### config.mk
export PLATFORM = sky130hd
export DESIGN_NAME = i2c_bit_level_master
export DESIGN_NICKNAME = d
export VERILOG_FILES = /design/src/hdl/i2cm_pkg.sv /design/src/hdl/i2cm_core.sv /design/src/hdl/i2cm_out_stage.sv /design/src/hdl/i2c_bit_level_master.sv
export SDC_FILE = /design/constraint.sdc
export NUM_CORES = 1
export LEC_CHECK = 0
export BUFFER_PORTS_ARGS = -buffer_cell sky130_fd_sc_hd__buf_2
export CAP_MARGIN = 10
export CORE_AREA = 2 2 99 101
export DETAILED_ROUTE_END_ITERATION = 12
export DIE_AREA = 0 0 101 103
export PLACE_DENSITY = 0.78
export SYNTH_ARGS = -nofsm -noshare
export SYNTH_HDL_FRONTEND = slang
export SYNTH_HIERARCHICAL = 1
export SYNTH_SLANG_ARGS = --single-unit
### constraint.sdc
create_clock -name clk -period 3.9 [get_ports clk]
set_clock_uncertainty 0.05 [all_clocks]
set_input_delay 0.78 -clock clk [delete_from_list [all_inputs] [get_ports clk]]
set_output_delay 0.78 -clock clk [all_outputs]
set_load 0.1 [all_outputs]
### src/hdl/i2cm_pkg.sv
// i2cm_pkg: shared types and constants for the i2c bit-level master
// used by i2cm_core, i2cm_out_stage and i2c_bit_level_master
package i2cm_pkg;

    localparam int BYTE_BITS  = 8;
    localparam int BIT_CNT_W  = 4;
    localparam int PHASE_W    = 3;
    localparam int DELAY_W    = 16;
    localparam int POLL_W     = 8;
    localparam int CMD_W      = 3;
    localparam int CFG_DATA_W = 16;

    localparam logic [CMD_W-1:0] OP_IDLE    = 3'd0;
    localparam logic [CMD_W-1:0] OP_START   = 3'd1;
    localparam logic [CMD_W-1:0] OP_STOP    = 3'd2;
    localparam logic [CMD_W-1:0] OP_WRITE   = 3'd3;
    localparam logic [CMD_W-1:0] OP_WAITACK = 3'd4;
    localparam logic [CMD_W-1:0] OP_READ    = 3'd5;

    localparam logic CFG_PHASE_DELAY = 1'b0;
    localparam logic CFG_ACK_POLL    = 1'b1;

    localparam logic [DELAY_W-1:0] PHASE_DELAY_RESET = 16'd800;
    localparam logic [POLL_W-1:0]  ACK_POLL_RESET    = 8'd250;

    typedef struct packed {
        logic                 scl;
        logic                 sda;
        logic                 busy;
        logic                 done;
        logic [BYTE_BITS-1:0] rx_byte;
        logic                 ack_missing;
    } result_t;

endpackage

### src/hdl/i2cm_core.sv
// i2cm_core: command sequencer state, config registers and per-tick next-state logic
// depends on i2cm_pkg
module i2cm_core
    import i2cm_pkg::*;
(
    input  logic                  clk,
    input  logic                  rst_n,
    input  logic                  step,
    input  logic [CMD_W-1:0]      cmd,
    input  logic [BYTE_BITS-1:0]  tx_byte,
    input  logic                  give_ack,
    input  logic                  sda_level,
    input  logic                  cfg_we,
    input  logic                  cfg_addr,
    input  logic [CFG_DATA_W-1:0] cfg_wdata,
    output result_t               res
);

    logic [DELAY_W-1:0]   phase_delay_reg;
    logic [POLL_W-1:0]    poll_limit_reg;

    logic [CMD_W-1:0]     op_reg, op_next;
    logic [PHASE_W-1:0]   phase_reg, phase_next;
    logic [BIT_CNT_W-1:0] bit_cnt_reg, bit_cnt_next;
    logic [BYTE_BITS-1:0] shift_reg, shift_next;
    logic [DELAY_W-1:0]   delay_reg, delay_next;
    logic [POLL_W-1:0]    poll_cnt_reg, poll_cnt_next;
    logic                 ack_choice_reg, ack_choice_next;
    logic                 scl_reg, scl_next;
    logic                 sda_reg, sda_next;
    logic                 ack_err_reg, ack_err_next;
    logic [BYTE_BITS-1:0] rx_hold_reg, rx_hold_next;
    logic                 done_next;

    logic [DELAY_W-1:0]   hold_delay;
    logic [BIT_CNT_W-1:0] bit_cnt_inc;
    logic [BYTE_BITS-1:0] shift_left;

    assign hold_delay  = (phase_delay_reg == '0) ? '0 : phase_delay_reg - DELAY_W'(1);
    assign bit_cnt_inc = bit_cnt_reg + BIT_CNT_W'(1);
    assign shift_left  = {shift_reg[BYTE_BITS-2:0], 1'b0};

    always_ff @(posedge clk or negedge rst_n)
    begin
        if (!rst_n)
        begin
            phase_delay_reg <= PHASE_DELAY_RESET;
            poll_limit_reg  <= ACK_POLL_RESET;
        end
        else if (cfg_we)
        begin
            unique case (cfg_addr)
                CFG_PHASE_DELAY: phase_delay_reg <= cfg_wdata[DELAY_W-1:0];
                CFG_ACK_POLL:    poll_limit_reg  <= cfg_wdata[POLL_W-1:0];
                default:         phase_delay_reg <= phase_delay_reg;
            endcase
        end
    end

    always_comb
    begin
        op_next         = op_reg;
        phase_next      = phase_reg;
        bit_cnt_next    = bit_cnt_reg;
        shift_next      = shift_reg;
        delay_next      = delay_reg;
        poll_cnt_next   = poll_cnt_reg;
        ack_choice_next = ack_choice_reg;
        scl_next        = scl_reg;
        sda_next        = sda_reg;
        ack_err_next    = ack_err_reg;
        rx_hold_next    = rx_hold_reg;
        done_next       = 1'b0;

        if (op_reg == OP_IDLE)
        begin
            // command accept
            if (cmd >= OP_START && cmd <= OP_READ)
            begin
                bit_cnt_next = '0;
                op_next      = cmd;
                phase_next   = '0;
                delay_next   = hold_delay;
            end
            unique case (cmd)
                OP_START:
                begin
                    sda_next = 1'b1;
                    scl_next = 1'b1;
                end
                OP_STOP:
                begin
                    sda_next = 1'b0;
                end
                OP_WRITE:
                begin
                    shift_next = tx_byte;
                    sda_next   = tx_byte[BYTE_BITS-1];
                end
                OP_WAITACK:
                begin
                    poll_cnt_next = '0;
                    ack_err_next  = 1'b0;
                    sda_next      = 1'b1;
                end
                OP_READ:
                begin
                    ack_choice_next = give_ack;
                    shift_next      = '0;
                    sda_next        = 1'b1;
                    scl_next        = 1'b1;
                end
                default:
                begin
                    op_next = OP_IDLE;
                end
            endcase
        end
        else if (delay_reg != '0)
        begin
            delay_next = delay_reg - DELAY_W'(1);
        end
        else
        begin
            // phase end: default is to hold the next phase, finish overrides
            delay_next = hold_delay;
            unique case (op_reg)
                OP_START:
                begin
                    priority if (phase_reg == 3'd0)
                    begin
                        sda_next = 1'b0; phase_next = 3'd1;
                    end
                    else if (phase_reg == 3'd1)
                    begin
                        scl_next = 1'b0; phase_next = 3'd2;
                    end
                    else
                    begin
                        op_next = OP_IDLE; phase_next = '0; delay_next = '0; done_next = 1'b1;
                    end
                end
                OP_STOP:
                begin
                    priority if (phase_reg == 3'd0)
                    begin
                        scl_next = 1'b1; phase_next = 3'd1;
                    end
                    else if (phase_reg == 3'd1)
                    begin
                        sda_next = 1'b1; phase_next = 3'd2;
                    end
                    else
                    begin
                        op_next = OP_IDLE; phase_next = '0; delay_next = '0; done_next = 1'b1;
                    end
                end
                OP_WRITE:
                begin
                    priority if (phase_reg == 3'd0)
                    begin
                        scl_next = 1'b1; phase_next = 3'd1;
                    end
                    else if (phase_reg == 3'd1)
                    begin
                        scl_next = 1'b0; phase_next = 3'd2;
                    end
                    else
                    begin
                        shift_next   = shift_left;
                        bit_cnt_next = bit_cnt_inc;
                        if (bit_cnt_inc >= BIT_CNT_W'(BYTE_BITS))
                        begin
                            sda_next = 1'b1;
                            op_next = OP_IDLE; phase_next = '0; delay_next = '0;
                            done_next = 1'b1;
                        end
                        else
                        begin
                            sda_next   = shift_left[BYTE_BITS-1];
                            phase_next = 3'd0;
                        end
                    end
                end
                OP_WAITACK:
                begin
                    priority if (phase_reg == 3'd0)
                    begin
                        scl_next = 1'b1; phase_next = 3'd1;
                    end
                    else if (phase_reg == 3'd1 || phase_reg == 3'd2)
                    begin
                        priority if (!sda_level)
                        begin
                            scl_next = 1'b0; phase_next = 3'd3;
                        end
                        else if (poll_cnt_reg >= poll_limit_reg)
                        begin
                            // timeout: drop scl then run a stop
                            scl_next = 1'b0; sda_next = 1'b0; phase_next = 3'd4;
                        end
                        else
                        begin
                            poll_cnt_next = poll_cnt_reg + POLL_W'(1);
                            phase_next    = 3'd2;
                        end
                    end
                    else if (phase_reg == 3'd3)
                    begin
                        op_next = OP_IDLE; phase_next = '0; delay_next = '0; done_next = 1'b1;
                    end
                    else if (phase_reg == 3'd4)
                    begin
                        scl_next = 1'b1; phase_next = 3'd5;
                    end
                    else if (phase_reg == 3'd5)
                    begin
                        sda_next = 1'b1; phase_next = 3'd6;
                    end
                    else
                    begin
                        ack_err_next = 1'b1;
                        op_next = OP_IDLE; phase_next = '0; delay_next = '0; done_next = 1'b1;
                    end
                end
                OP_READ:
                begin
                    priority if (phase_reg == 3'd0)
                    begin
                        shift_next = {shift_reg[BYTE_BITS-2:0], sda_level};
                        scl_next   = 1'b0;
                        phase_next = 3'd1;
                    end
                    else if (phase_reg == 3'd1)
                    begin
                        bit_cnt_next = bit_cnt_inc;
                        if (bit_cnt_inc >= BIT_CNT_W'(BYTE_BITS))
                        begin
                            sda_next   = !ack_choice_reg;
                            phase_next = 3'd2;
                        end
                        else
                        begin
                            scl_next   = 1'b1;
                            phase_next = 3'd0;
                        end
                    end
                    else if (phase_reg == 3'd2)
                    begin
                        scl_next = 1'b1; phase_next = 3'd3;
                    end
                    else if (phase_reg == 3'd3)
                    begin
                        scl_next = 1'b0; phase_next = 3'd4;
                    end
                    else
                    begin
                        sda_next     = 1'b1;
                        rx_hold_next = shift_reg;
                        op_next = OP_IDLE; phase_next = '0; delay_next = '0; done_next = 1'b1;
                    end
                end
                default:
                begin
                    op_next = OP_IDLE; phase_next = '0; delay_next = '0; done_next = 1'b1;
                end
            endcase
        end
    end

    always_ff @(posedge clk or negedge rst_n)
    begin
        if (!rst_n)
        begin
            op_reg         <= OP_IDLE;
            phase_reg      <= '0;
            bit_cnt_reg    <= '0;
            shift_reg      <= '0;
            delay_reg      <= '0;
            poll_cnt_reg   <= '0;
            ack_choice_reg <= 1'b0;
            scl_reg        <= 1'b1;
            sda_reg        <= 1'b1;
            ack_err_reg    <= 1'b0;
            rx_hold_reg    <= '0;
        end
        else if (step)
        begin
            op_reg         <= op_next;
            phase_reg      <= phase_next;
            bit_cnt_reg    <= bit_cnt_next;
            shift_reg      <= shift_next;
            delay_reg      <= delay_next;
            poll_cnt_reg   <= poll_cnt_next;
            ack_choice_reg <= ack_choice_next;
            scl_reg        <= scl_next;
            sda_reg        <= sda_next;
            ack_err_reg    <= ack_err_next;
            rx_hold_reg    <= rx_hold_next;
        end
    end

    assign res.scl         = scl_next;
    assign res.sda         = sda_next;
    assign res.busy        = (op_next != OP_IDLE);
    assign res.done        = done_next;
    assign res.rx_byte     = rx_hold_next;
    assign res.ack_missing = ack_err_next;

    a_idle_clear: assert property (@(posedge clk) disable iff (!rst_n)
        (op_reg == OP_IDLE) |-> (phase_reg == '0 && delay_reg == '0))
        else $error("idle with phase or delay pending");

    a_bit_cnt_range: assert property (@(posedge clk) disable iff (!rst_n)
        bit_cnt_reg <= BIT_CNT_W'(BYTE_BITS))
        else $error("bit counter past byte length");

    a_delay_countdown: assert property (@(posedge clk) disable iff (!rst_n)
        (step && op_reg != OP_IDLE && delay_reg != '0)
            |=> (delay_reg == $past(delay_reg) - DELAY_W'(1) && op_reg == $past(op_reg)))
        else $error("phase delay did not count down");

    a_cmd_taken: assert property (@(posedge clk) disable iff (!rst_n)
        (step && op_reg == OP_IDLE && cmd >= OP_START && cmd <= OP_READ)
            |=> (op_reg == $past(cmd) && phase_reg == '0))
        else $error("command not taken while idle");

    a_done_idle: assert property (@(posedge clk) disable iff (!rst_n)
        (step && done_next) |=> (op_reg == OP_IDLE))
        else $error("done without returning to idle");

endmodule

### src/hdl/i2cm_out_stage.sv
// i2cm_out_stage: result register with valid/ready handshake toward the consumer
// depends on i2cm_pkg
module i2cm_out_stage
    import i2cm_pkg::*;
(
    input  logic    clk,
    input  logic    rst_n,
    input  logic    load,
    input  result_t res_in,
    output logic    space,
    output logic    out_valid,
    input  logic    out_ready,
    output result_t res_out
);

    logic    valid_reg, valid_next;
    result_t data_reg;

    assign space      = !valid_reg || out_ready;
    assign valid_next = load || (valid_reg && !out_ready);

    always_ff @(posedge clk or negedge rst_n)
    begin
        if (!rst_n)
        begin
            valid_reg <= 1'b0;
        end
        else
        begin
            valid_reg <= valid_next;
        end
    end

    always_ff @(posedge clk)
    begin
        if (load)
        begin
            data_reg <= res_in;
        end
    end

    assign out_valid = valid_reg;
    assign res_out   = data_reg;

endmodule

### src/hdl/i2c_bit_level_master.sv
// i2c_bit_level_master: tick-driven i2c master sequencer, top level
// output: each tick's result is registered and offered in the cycle after its input transaction
// throughput: one tick per cycle while out_ready keeps the single result register free
// reset: bus released (scl and sda high), idle, phase delay 800, ack poll limit 250
// depends on i2cm_pkg, i2cm_core, i2cm_out_stage
module i2c_bit_level_master
    import i2cm_pkg::*;
(
    input  logic                  clk,
    input  logic                  rst_n,
    input  logic                  in_valid,
    output logic                  in_ready,
    input  logic [CMD_W-1:0]      cmd,
    input  logic [BYTE_BITS-1:0]  tx_byte,
    input  logic                  give_ack,
    input  logic                  sda_level,
    output logic                  out_valid,
    input  logic                  out_ready,
    output logic                  scl_drive,
    output logic                  sda_drive,
    output logic                  busy_res,
    output logic                  done_res,
    output logic [BYTE_BITS-1:0]  rx_byte,
    output logic                  ack_missing,
    input  logic                  cfg_we,
    input  logic                  cfg_addr,
    input  logic [CFG_DATA_W-1:0] cfg_wdata
);

    logic    step;
    logic    space;
    result_t res_comb;
    result_t res_q;

    assign in_ready = space;
    assign step     = in_valid && space;

    i2cm_core u_core (
        .clk       (clk),
        .rst_n     (rst_n),
        .step      (step),
        .cmd       (cmd),
        .tx_byte   (tx_byte),
        .give_ack  (give_ack),
        .sda_level (sda_level),
        .cfg_we    (cfg_we),
        .cfg_addr  (cfg_addr),
        .cfg_wdata (cfg_wdata),
        .res       (res_comb)
    );

    i2cm_out_stage u_out (
        .clk       (clk),
        .rst_n     (rst_n),
        .load      (step),
        .res_in    (res_comb),
        .space     (space),
        .out_valid (out_valid),
        .out_ready (out_ready),
        .res_out   (res_q)
    );

    assign scl_drive   = res_q.scl;
    assign sda_drive   = res_q.sda;
    assign busy_res    = res_q.busy;
    assign done_res    = res_q.done;
    assign rx_byte     = res_q.rx_byte;
    assign ack_missing = res_q.ack_missing;

endmodule

==> metrics <==
dpl cells=719; Syn Nets=630; DRC errors left=0; synth unique cells=68; CTS root buf=clkbuf_8; adder-cell share of the synthesized area=2.95%; Required @ worst endpoint=about 4000 ps; flops & latches, synth=between 90 and 100; CTS hold repair buffers=0; worst-margin pin slew=980 ps; outcome=completed; crit path DAT=just over 3000 ps; Final Max Tran Viols=0; initial antenna violation count=0; yosys warns=6; Setup Buffers After CTS=0; complex-gate fraction of the synthesized area=18.7%; CP Launch Type=register; pin count of the biggest net entering global routing=80; total power draw=just over 0.003 W; Power per Cell Area=512 nW/um2; met3 usage=4.07%; # H-tree levels=3; crit path time final=2840 ps; Int Pwr=0.00182 W; Max Clk Rate=353 MHz; Num CTS Buffers=9; area delta synth->final=8.94%; Post-synth ARST share=about 86%; Leak=2.47 nW; Finished Layout Cells=~740; combinational share of power=31.7%; Peak VDD IR=0.260 mV; largest family of logic cells by synthesized area=simple AND/OR/NAND/NOR gates; fin area=6010 um2; first-pass GRT wire length=21800 um; Mapped Area=5520 um2; IO buf count=49; placed cell area=5810 um2; post-synthesis mux area share=8.35%; Die Wd=101 um; Clk pwr share=around a fifth; clk_lat worst skew=370 ps; routability cong.=roughly 0.96; Total Routed Length=13200 um; NumNets Final=664; cells after synthesis=582; Max Buffers Root-to-Sink=2; Final HPWL DP=9320 um; Sw Ratio=40.9%; share of cells above drive strength 1=21.6%; row count=36; Avg Cell Area, Syn=9.48 um2; post-synthesis simple-gate area fraction=about a fifth; vias per cell=between 6 and 7; crit-path max cell delay=500 ps; final hold vios=0; post-route ant nets=0; total routing usage reported by global routing=between 20% and 30%; Pre-Repair DR Iteration Count=6; drt initial violations=382; Max-Cap Viols=0; chip height=103 um; post-CTS sizing=0; Top FF cell, synth=dfrtp_1; Setup TNS=0 ps; sequential area share after synthesis=43.2%; vias in the first global route=4505; TritonCTS clock tree=yes; pre-CTS setup slack=between 800 and 900 ps; I/O pin cnt=50; drt wl/cell=17.9 um; filler instances=772; Core Region=roughly 9500 um2; worst-path maximum fanout=9; xor and xnor area share after synthesis=3.02%; Hold WC Path Type=reg2reg; Post-synth EDFFs=13; gr ovfl total=0; Die ar.=10400 um2; critical path's slowest cell=and3_1; met1 Usage GRT=between 30% and 40%; setup ws final=1060 ps; GRT busiest layer=met2; via count=4738; Initial Utilization=58.3%; GR Util met2=44.4%; Max-slew headroom=34.7%; Net Sw Power=0.00126 W; antenna cell count=0; Critical Path Sink Type=register; unrepaired setup endpoints after global routing=no; Sink Count=slightly above 90; clock slew at reported path FFs=approximately 100 ps; Reg power frac=47.3%; Tcrit/Tclk final=72.7%; final setup violating endpoints=0; crit path cell chain=inv_1, ha_1, nor4b_4, and4_1, and3_1, nand2_1, mux2_2; critical path type=reg2reg
-- metrics by stage --
stage	utilization (%)	hold WS (ps)
CTS	63.5	452
finish	63.5	450
detailed placement	61.4	423
global route	63.5	496
floorplan	-	401
global placement	61.4	424
-- critical path, delay by kind of cell (launching register included) --
| kind | cells | cell delay [ps] |
|---|---|---|
| AND/OR/NAND/NOR | 4 | 1580 |
| multiplexers | 1 | 370 |
| adder cells (fa/ha/maj) | 1 | 210 |
| buffers and inverters | 1 | 80 |
| flip-flops | 1 | 440 |
-- cell usage in the layout (no fill, tap or decap), types with 10 or more instances in the layout --
master,instances
mux2_2,40
nand3_1,20
dfstp_2,11
nor2_1,44
edfxtp_1,13
inv_1,23
nand2_1,48
buf_2,48
xor2_1,10
nor3_1,17
ha_1,13
dfrtp_1,68
a31oi_1,11
o21ai_0,34
a21oi_1,43
or4_1,11
-- cell families after synthesis --
logic type                 count (synthesis)
adders and majority gates                 13
xor gates and xnor gates                  19
DFF                                       92
buffers and inverters                     57
muxes                                     41
AOI/OAI and AO/OA                        161
and+or+nand+nor                          199
-- Yosys cell counts, drive strengths merged, types with 11 or more instances --
master	n	area, um2
o21ai	36	180
nor2	46	183
inv	23	86.3
or4	11	82.6
mux2	40	450
nand3	20	100
a31oi	11	68.8
ha	13	163
dfstp	11	289
clkbuf	24	90.1
dfrtp	68	1700
a21oi	43	215
nor3	17	85.1
nand2	48	180
edfxtp	13	390
-- power groups by stage --
stage                     Combinational, W  Sequential, W  Clock, W
final                             0.000975        0.00146  0.000646
after global routing               0.00108        0.00148  0.000696
after CTS                         0.000965        0.00144  0.000656
after detailed placement          0.000961        0.00146         0
after global placement            0.000937        0.00145         0
after floorplan                   0.000746        0.00142         0
-- layout make-up --
cell class,instances,area [um2],area share [%]
timing repair buffer,57,308,5.12
tap,114,143,2.37
clock buffer,9,124,2.06
clock inverter,7,75.1,1.25
inverter,23,86.3,1.44
sequential,92,2380,39.6
multi-input combinational,433,2890,48.1
-- path summary, 6_finish.rpt --
path                                       start  slack (ps)  cells past startpoint                   endpoint
max                          u_core/delay_reg[0]        1060                      7      u_core/rx_hold_reg[0]
min reg2reg                u_core/bit_cnt_reg[2]         450                      1      u_core/bit_cnt_reg[2]
max in group asynchronous                  rst_n        2650                      1  u_core/phase_delay_reg[3]
max reg2reg                  u_core/delay_reg[0]        1060                      7      u_core/rx_hold_reg[0]
min in group asynchronous                  rst_n         510                      1           u_core/op_reg[2]
min                        u_core/bit_cnt_reg[2]         450                      1      u_core/bit_cnt_reg[2]
-- per-layer routing --
metal	wire, um	up-vias
met3	864	21
met2	6500	220
met1	5680	2267
met4	119	0
li1	-	2230
met5	0	-
Note: power is estimated with default switching activity, not from simulation.
